[config.mk]
export PLATFORM = sky130hd
export DESIGN_NAME = led_matrix_scan_blink_core
export DESIGN_NICKNAME = d
export VERILOG_FILES = /design/src/rtl/lmsb_pkg.sv /design/src/rtl/lmsb_led_array.sv /design/src/rtl/led_matrix_scan_blink_core.sv
export SDC_FILE = /design/constraint.sdc
export NUM_CORES = 1
export LEC_CHECK = 0
export BUFFER_PORTS_ARGS = -buffer_cell sky130_fd_sc_hd__clkbuf_2
export CORE_ASPECT_RATIO = 0.7
export CORE_UTILIZATION = 40
export CTS_BUF_LIST = sky130_fd_sc_hd__clkbuf_2
export DETAILED_ROUTE_END_ITERATION = 7
export PLACE_DENSITY = 0.65
export SLEW_MARGIN = 20
export SYNTH_ARGS = -nofsm -noshare
export SYNTH_HDL_FRONTEND = slang
export SYNTH_SLANG_ARGS = --single-unit
[constraint.sdc]
create_clock -name aclk -period 6 [get_ports aclk]
set_input_delay 0 -clock aclk [delete_from_list [all_inputs] [get_ports aclk]]
set_output_delay 0 -clock aclk [all_outputs]
set_load 0.1 [all_outputs]
[src/rtl/lmsb_pkg.sv]
// Shared types and constants for the LED matrix scan and blink core.
`timescale 1ns / 1ps

package lmsb_pkg;

    typedef enum logic [1:0] {
        OP_SCAN = 2'd0,
        OP_MASK = 2'd1,
        OP_VOLT = 2'd2,
        OP_TAG  = 2'd3
    } op_t;

    localparam int CFG_IDX_W  = 2;
    localparam int CFG_DATA_W = 16;

    localparam logic [CFG_IDX_W-1:0] CFG_BLINK_PERIOD   = 2'd0;
    localparam logic [CFG_IDX_W-1:0] CFG_VOLT_FIRST_BIT = 2'd1;

    localparam logic [15:0] BLINK_PERIOD_RESET = 16'd300;

    localparam logic [1:0] STATE_OFF   = 2'd0;
    localparam logic [1:0] STATE_ON    = 2'd1;
    localparam logic [1:0] STATE_BLINK = 2'd2;

    localparam int OUT_ROWS = 8;
    localparam int OUT_COLS = 3;

    typedef struct packed {
        op_t         opcode;
        logic [31:0] now_ms;
        logic [31:0] func_mask;
        logic [1:0]  new_state;
        logic [7:0]  volt_bits;
        logic [4:0]  led_index;
    } in_item_t;

    typedef struct packed {
        logic [7:0] row_drive;
        logic [2:0] col_drive_n;
    } out_item_t;

    typedef struct packed {
        logic       set_en;
        logic [1:0] set_state;
        logic       tag_wr;
        logic [4:0] led_index;
    } lmsb_cmd_t;

endpackage

[src/rtl/lmsb_led_array.sv]
// Per-LED state and tag registers with parallel tag match and one row read port.
`timescale 1ns / 1ps

module lmsb_led_array import lmsb_pkg::*; #(
    parameter int ROWS      = 8,
    parameter int COLS      = 3,
    parameter int TAG_WIDTH = 32,
    parameter int ROW_W     = 3
) (
    input  logic                      aclk,
    input  logic                      aresetn,
    input  lmsb_cmd_t                 cmd,
    input  logic [TAG_WIDTH-1:0]      mask,
    input  logic [TAG_WIDTH-1:0]      tag_data,
    input  logic [ROW_W-1:0]          rd_row,
    output logic [COLS-1:0][1:0]      rd_state
);

    localparam int NUM_LEDS = ROWS * COLS;

    logic [COLS-1:0][1:0]  state_reg [ROWS];
    logic [TAG_WIDTH-1:0]  tag_reg   [NUM_LEDS];

    always_ff @(posedge aclk) begin
        if (!aresetn) begin
            for (int r = 0; r < ROWS; r++) begin
                state_reg[r] <= '0;
            end
        end else if (cmd.set_en) begin
            for (int r = 0; r < ROWS; r++) begin
                for (int c = 0; c < COLS; c++) begin
                    if (|(tag_reg[r*COLS + c] & mask)) begin
                        state_reg[r][c] <= cmd.set_state;
                    end
                end
            end
        end
    end

    // tags hold no reset value; out-of-range indexes match no entry
    always_ff @(posedge aclk) begin
        for (int i = 0; i < NUM_LEDS; i++) begin
            if (cmd.tag_wr && (int'(cmd.led_index) == i)) begin
                tag_reg[i] <= tag_data;
            end
        end
    end

    assign rd_state = state_reg[rd_row];

endmodule

[src/rtl/led_matrix_scan_blink_core.sv]
// Top level of the LED matrix scan and blink core.
`timescale 1ns / 1ps

// Drives a ROWS x COLS LED matrix one row per scan beat. Each input beat is
// captured in an input register and executed from it; a scan beat's result is
// then registered in the output register. One beat is accepted per clock while
// no scan beat stalls; the single execute stage sets the rate and stalls
// a scan beat only while a result waits in the output register. Mask and voltage
// beats update every LED whose tag matches in parallel; tag writes load one
// LED's tag and must precede any use of that tag. The blink phase flips on a
// scan beat whose time is more than blink_period_ms past the last flip.
// Configuration writes are always accepted and take effect at once.
module led_matrix_scan_blink_core import lmsb_pkg::*; #(
    parameter int ROWS      = 8,
    parameter int COLS      = 3,
    parameter int TAG_WIDTH = 32
) (
    input  logic                  aclk,
    input  logic                  aresetn,
    input  logic                  s_valid,
    output logic                  s_ready,
    input  in_item_t              s_item,
    output logic                  m_valid,
    input  logic                  m_ready,
    output out_item_t             m_item,
    input  logic                  cfg_valid,
    output logic                  cfg_ready,
    input  logic [CFG_IDX_W-1:0]  cfg_index,
    input  logic [CFG_DATA_W-1:0] cfg_data
);

    localparam int ROW_W = (ROWS > 1) ? $clog2(ROWS) : 1;
    localparam int FM_W  = (TAG_WIDTH > 32) ? TAG_WIDTH : 32;
    localparam int SH_W  = (TAG_WIDTH > 40) ? TAG_WIDTH : 40;

    logic                 in_valid_reg, in_valid_next;
    in_item_t             in_item_reg;
    logic                 m_valid_reg, m_valid_next;
    out_item_t            m_item_reg, m_item_next;
    logic [15:0]          period_reg;
    logic [4:0]           vfb_reg;
    logic [ROW_W-1:0]     row_reg, row_next;
    logic                 phase_reg, phase_next;
    logic [31:0]          last_ms_reg, last_ms_next;

    logic                 exec;
    logic                 is_scan;
    logic                 flip;
    logic [31:0]          elapsed;
    logic [FM_W-1:0]      fm_wide;
    logic [SH_W-1:0]      volt_wide;
    logic [TAG_WIDTH-1:0] mask;
    lmsb_cmd_t            cmd;
    logic [COLS-1:0][1:0] rd_state;
    logic [OUT_COLS-1:0]  col_n;

    assign is_scan = (in_item_reg.opcode == OP_SCAN);
    assign exec    = in_valid_reg && (!is_scan || !m_valid_reg || m_ready);
    assign s_ready = !in_valid_reg || exec;
    assign cfg_ready = 1'b1;

    // blink timer
    assign elapsed    = in_item_reg.now_ms - last_ms_reg;
    assign flip       = elapsed > {16'b0, period_reg};
    assign phase_next = (exec && is_scan && flip) ? !phase_reg : phase_reg;
    assign last_ms_next = (exec && is_scan && flip) ? in_item_reg.now_ms : last_ms_reg;

    // match masks
    assign fm_wide   = FM_W'(in_item_reg.func_mask);
    assign volt_wide = SH_W'(in_item_reg.volt_bits) << vfb_reg;
    assign mask      = (in_item_reg.opcode == OP_VOLT) ? volt_wide[TAG_WIDTH-1:0]
                                                       : fm_wide[TAG_WIDTH-1:0];

    always_comb begin
        cmd.set_en    = exec && ((in_item_reg.opcode == OP_MASK) ||
                                 (in_item_reg.opcode == OP_VOLT));
        cmd.set_state = (in_item_reg.opcode == OP_VOLT) ? STATE_ON : in_item_reg.new_state;
        cmd.tag_wr    = exec && (in_item_reg.opcode == OP_TAG);
        cmd.led_index = in_item_reg.led_index;
    end

    lmsb_led_array #(
        .ROWS      (ROWS),
        .COLS      (COLS),
        .TAG_WIDTH (TAG_WIDTH),
        .ROW_W     (ROW_W)
    ) u_array (
        .aclk     (aclk),
        .aresetn  (aresetn),
        .cmd      (cmd),
        .mask     (mask),
        .tag_data (fm_wide[TAG_WIDTH-1:0]),
        .rd_row   (row_reg),
        .rd_state (rd_state)
    );

    // column drives, active low; columns beyond COLS read zero
    for (genvar c = 0; c < OUT_COLS; c++) begin : g_col
        if (c < COLS) begin : g_used
            assign col_n[c] = !((rd_state[c] == STATE_ON) ||
                                ((rd_state[c] == STATE_BLINK) && phase_next));
        end else begin : g_unused
            assign col_n[c] = 1'b0;
        end
    end

    always_comb begin
        for (int b = 0; b < OUT_ROWS; b++) begin
            m_item_next.row_drive[b] = (b < ROWS) && (int'(row_reg) == b);
        end
        m_item_next.col_drive_n = col_n;

        if (exec && is_scan) begin
            row_next = (row_reg == ROW_W'(ROWS - 1)) ? '0 : row_reg + 1'b1;
        end else begin
            row_next = row_reg;
        end

        if (exec && is_scan) begin
            m_valid_next = 1'b1;
        end else if (m_ready) begin
            m_valid_next = 1'b0;
        end else begin
            m_valid_next = m_valid_reg;
        end

        if (s_valid && s_ready) begin
            in_valid_next = 1'b1;
        end else if (exec) begin
            in_valid_next = 1'b0;
        end else begin
            in_valid_next = in_valid_reg;
        end
    end

    always_ff @(posedge aclk) begin
        if (!aresetn) begin
            in_valid_reg <= 1'b0;
            m_valid_reg  <= 1'b0;
            row_reg      <= '0;
            phase_reg    <= 1'b0;
            last_ms_reg  <= '0;
        end else begin
            in_valid_reg <= in_valid_next;
            m_valid_reg  <= m_valid_next;
            row_reg      <= row_next;
            phase_reg    <= phase_next;
            last_ms_reg  <= last_ms_next;
        end
    end

    always_ff @(posedge aclk) begin
        if (s_valid && s_ready) begin
            in_item_reg <= s_item;
        end
        if (exec && is_scan) begin
            m_item_reg <= m_item_next;
        end
    end

    always_ff @(posedge aclk) begin
        if (!aresetn) begin
            period_reg <= BLINK_PERIOD_RESET;
            vfb_reg    <= '0;
        end else if (cfg_valid && cfg_ready) begin
            unique case (cfg_index)
                CFG_BLINK_PERIOD:   period_reg <= cfg_data;
                CFG_VOLT_FIRST_BIT: vfb_reg    <= cfg_data[4:0];
                default: ;
            endcase
        end
    end

    assign m_valid = m_valid_reg;
    assign m_item  = m_item_reg;

endmodule

==> results.json <==
{
  "setup_viol": 0,
  "fmax_mhz": 176,
  "startpoint": "in_item_reg[51]",
  "ys_top_cells_by_area": "edfxtp_1 (72%), dfxtp_1 (3.3%), a222oi_1 (2.5%), nand2_1 (2.1%), a22oi_1 (2.0%)",
  "synth_top_area_share_pct": 71.9,
  "clock_skew_ns": 0.151,
  "grt_max_degree": 81,
  "drc_errors": 0,
  "synthesis.nets": 2565,
  "cts_setup_buffers": 0,
  "cts_tree": "yes",
  "async_flop_share_pct": 0,
  "die_w_um": 370,
  "clock_latency_ns": 1.60,
  "worst_pin_slew_ns": 1.13,
  "die-area_um2": 96000,
  "num_rows": 94,
  "antenna_found_initial": 3,
  "io_pins": 118,
  "grt_pass1_vias": 25641,
  "fin_crit_sh_pct": 94.6,
  "core_um2": 94000,
  "r2r_slack_ns": 0.32,
  "cts-htree-levels": 4,
  "initial_core_util_pct": 40.3,
  "maxSlewViolCount": 0,
  "overflow": 0,
  "clockBufferDepth": 3,
  "finalPower_mw": 13.0,
  "path_clk_slew_ns": 0.13,
  "die_h_um": 260,
  "power.leakage_nw": 15.7,
  "rr_endpoint": "m_item[1]",
  "synthFlopType": "edfxtp_1",
  "drive_above_1_share_pct": 20.1,
  "p_per_area_nw_per_um2": 282,
  "drt-total-wl_um": 115000,
  "ant_nets": 0,
  "end_kind": "flop",
  "ys_types": 79,
  "use_met2_pct": 35.4,
  "post-dp-hpwl_um": 68200,
  "arrival_ns": 7.02,
  "synth_cells": 2404,
  "cts_num_sinks": 970,
  "required_ns": 7.34,
  "rsz0062_at_grt": "no",
  "busiest_layer": "met2",
  "synth_edf_count": 908,
  "fin_setup_tns_ns": 0,
  "startpoint_type": "flop",
  "drt_iter0_drc": 3738,
  "rr_worst_depth": 19,
  "vias": 25984,
  "synth-seq-cells": 970,
  "post-route-min-period_ns": 5.68,
  "hold_end": "in_item_reg[58]",
  "maxCapViolations": 0,
  "dr.pass1.iters": 6,
  "ys_seq_area_share_pct": 75.2,
  "gp_congestion": 0.908,
  "status": "complete, no violations",
  "nets": 3206,
  "largest_register_ff_count": 768,
  "numCtsBuffers": 215,
  "grt_usage_pct": 23.8,
  "use_met1_pct": 34.0,
  "cts-root-buf": "clkbuf_2",
  "ir_drop_mv": 0.245,
  "io_buffers": 116,
  "vias_per_cell": 5.83,
  "worstSetupPathType": "reg2reg",
  "synthesis.area_um2": 37900,
  "hold_viol": 0,
  "detail_route.wl_per_cell_um": 25.8,
  "cp_max_fo": 5,
  "use_met3_pct": 5.85,
  "hold_depth": 4,
  "slew_headroom_pct": 24.4,
  "rr_startpoint": "in_item_reg[51]",
  "avgSynthCellArea_um2": 15.8,
  "post-route-util_pct": 49.1,
  "hold_path.class": "in2reg",
  "yosysWarnings": 0,
  "holdCritStartpoint": "s_item[58]",
  "grt_first_pass_wirelength_um": 167000,
  "area_growth_pct": 21.8,
  "synth_largest_area_cell": "edfxtp_1"
}
[worst max path at each step]
stage | to | slack [ns] | depth (start not counted)
6_report | m_item[1] | 0.32 | 19
5_1_grt | m_item[1] | 0.01 | 19
4_1_cts | m_item[1] | 0.42 | 19
3_5_place_dp | m_item[1] | 0.61 | 19
3_3_place_gp | m_item[0] | 0.80 | 19
2_1_floorplan | cmd[0] | 0.39 | 2
[synth_stat cells (12+ instances only)]
cell	instances
o21ai_0	41
clkbuf_1	95
inv_1	66
nand2b_1	14
a22oi_1	100
a222oi_1	93
a21boi_0	20
ha_1	56
o21a_1	14
a21o_1	12
nor2_1	104
nand2_1	212
nand4_1	68
nor2b_1	20
dfxtp_1	62
nand3_1	60
a221oi_1	62
a21boi_1	30
mux4_2	15
o2bb2ai_1	22
mux2i_1	18
edfxtp_1	908
a22o_1	28
a221o_1	17
nor3_1	14
a21oi_1	70
[cell type report]
cell class,instances,area (µm²)
Clock inverter,48,382
Tap cell,1248,1560
Inverter,67,251
Multi-Input combinational cell,1251,9090
Antenna cell,6,15.0
Fill cell,7809,47800
Clock buffer,328,1640
Timing Repair Buffer,540,4730
Sequential cell,970,28500
[power breakdown]
group / leakage [nW] / internal, mW / switching [mW] / total [mW]
clock network: 1.55 / 1.69 / 2.62 / 4.31
registers: 8.78 / 7.46 / 0.0506 / 7.51
logic: 5.40 / 0.446 / 0.765 / 1.21
[per-layer routing]
metal,vias up,routed length (µm)
li1,11170,-
met1,12992,47600
met2,1612,51400
met3,210,13200
met4,0,3040
met5,-,0
[what timing repair did]
action                                 4_1_cts  5_1_grt
hold buffers                               334        0
gates resized for setup                      0        0
endpoints found under the hold margin      341        0
[kinds of logic after synthesis]
logic type | synth area share, %
fa+ha+maj | 1.90
compound gates | 12.2
simple gates | 6.93
mux | 1.49
xor+xnor | 0.393
other cells | 0.00989
flops | 75.2
buf+inv | 1.89
[through the flow]
step | cells | instance area [µm²] | setup WS (ns) | hold WS, ns
5_1_grt | 4456 | 46200 | 0.0148 | 0.119
3_3_place_gp | 3736 | 40600 | 0.801 | 0.178
3_5_place_dp | 3736 | 40600 | 0.609 | 0.179
4_1_cts | 4446 | 46000 | 0.416 | 0.000516
6_report | 4458 | 46200 | 0.324 | 0.183
2_1_floorplan | 2404 | 37900 | 0.394 | 0.0989
[worst max-delay path: stages (launching register included)]
cell	delay, ns
edfxtp_1	0.43
ha_1	0.39
a21o_1	0.19
a31o_2	0.24
o2111ai_1	0.63
nand2_1	0.21
inv_1	0.09
o21ai_0	0.10
xnor2_1	0.14
ha_1	0.29
nand4_1	0.16
nor4_1	0.43
nand3_1	0.16
a2111oi_0	0.48
buf_4	0.19
nand2_1	0.05
or4b_1	0.45
or3_1	0.33
o31a_1	0.31
o21ai_1	0.14
[layout by cell type (no fill, tap or decap), types with 15 or more instances in the layout]
cell type        n
nor2_4          19
clkbuf_2       444
dfxtp_1         62
a22oi_1        100
inv_1           65
a222oi_1        93
a21oi_1         69
a21boi_0        20
edfxtp_1       908
dlygate4sd3_1  334
nand2_1        212
nand4_1         68
nor2_1          84
ha_1            56
mux4_2          15
clkinv_1        28
o2bb2ai_2       18
a22o_1          27
nand3_1         60
mux2i_1         18
a221o_1         17
o21ai_0         41
a21boi_1        30
a221oi_1        62
nor2b_1         20
buf_4           83
No activity file was read; power rests on OpenSTA's default activity.
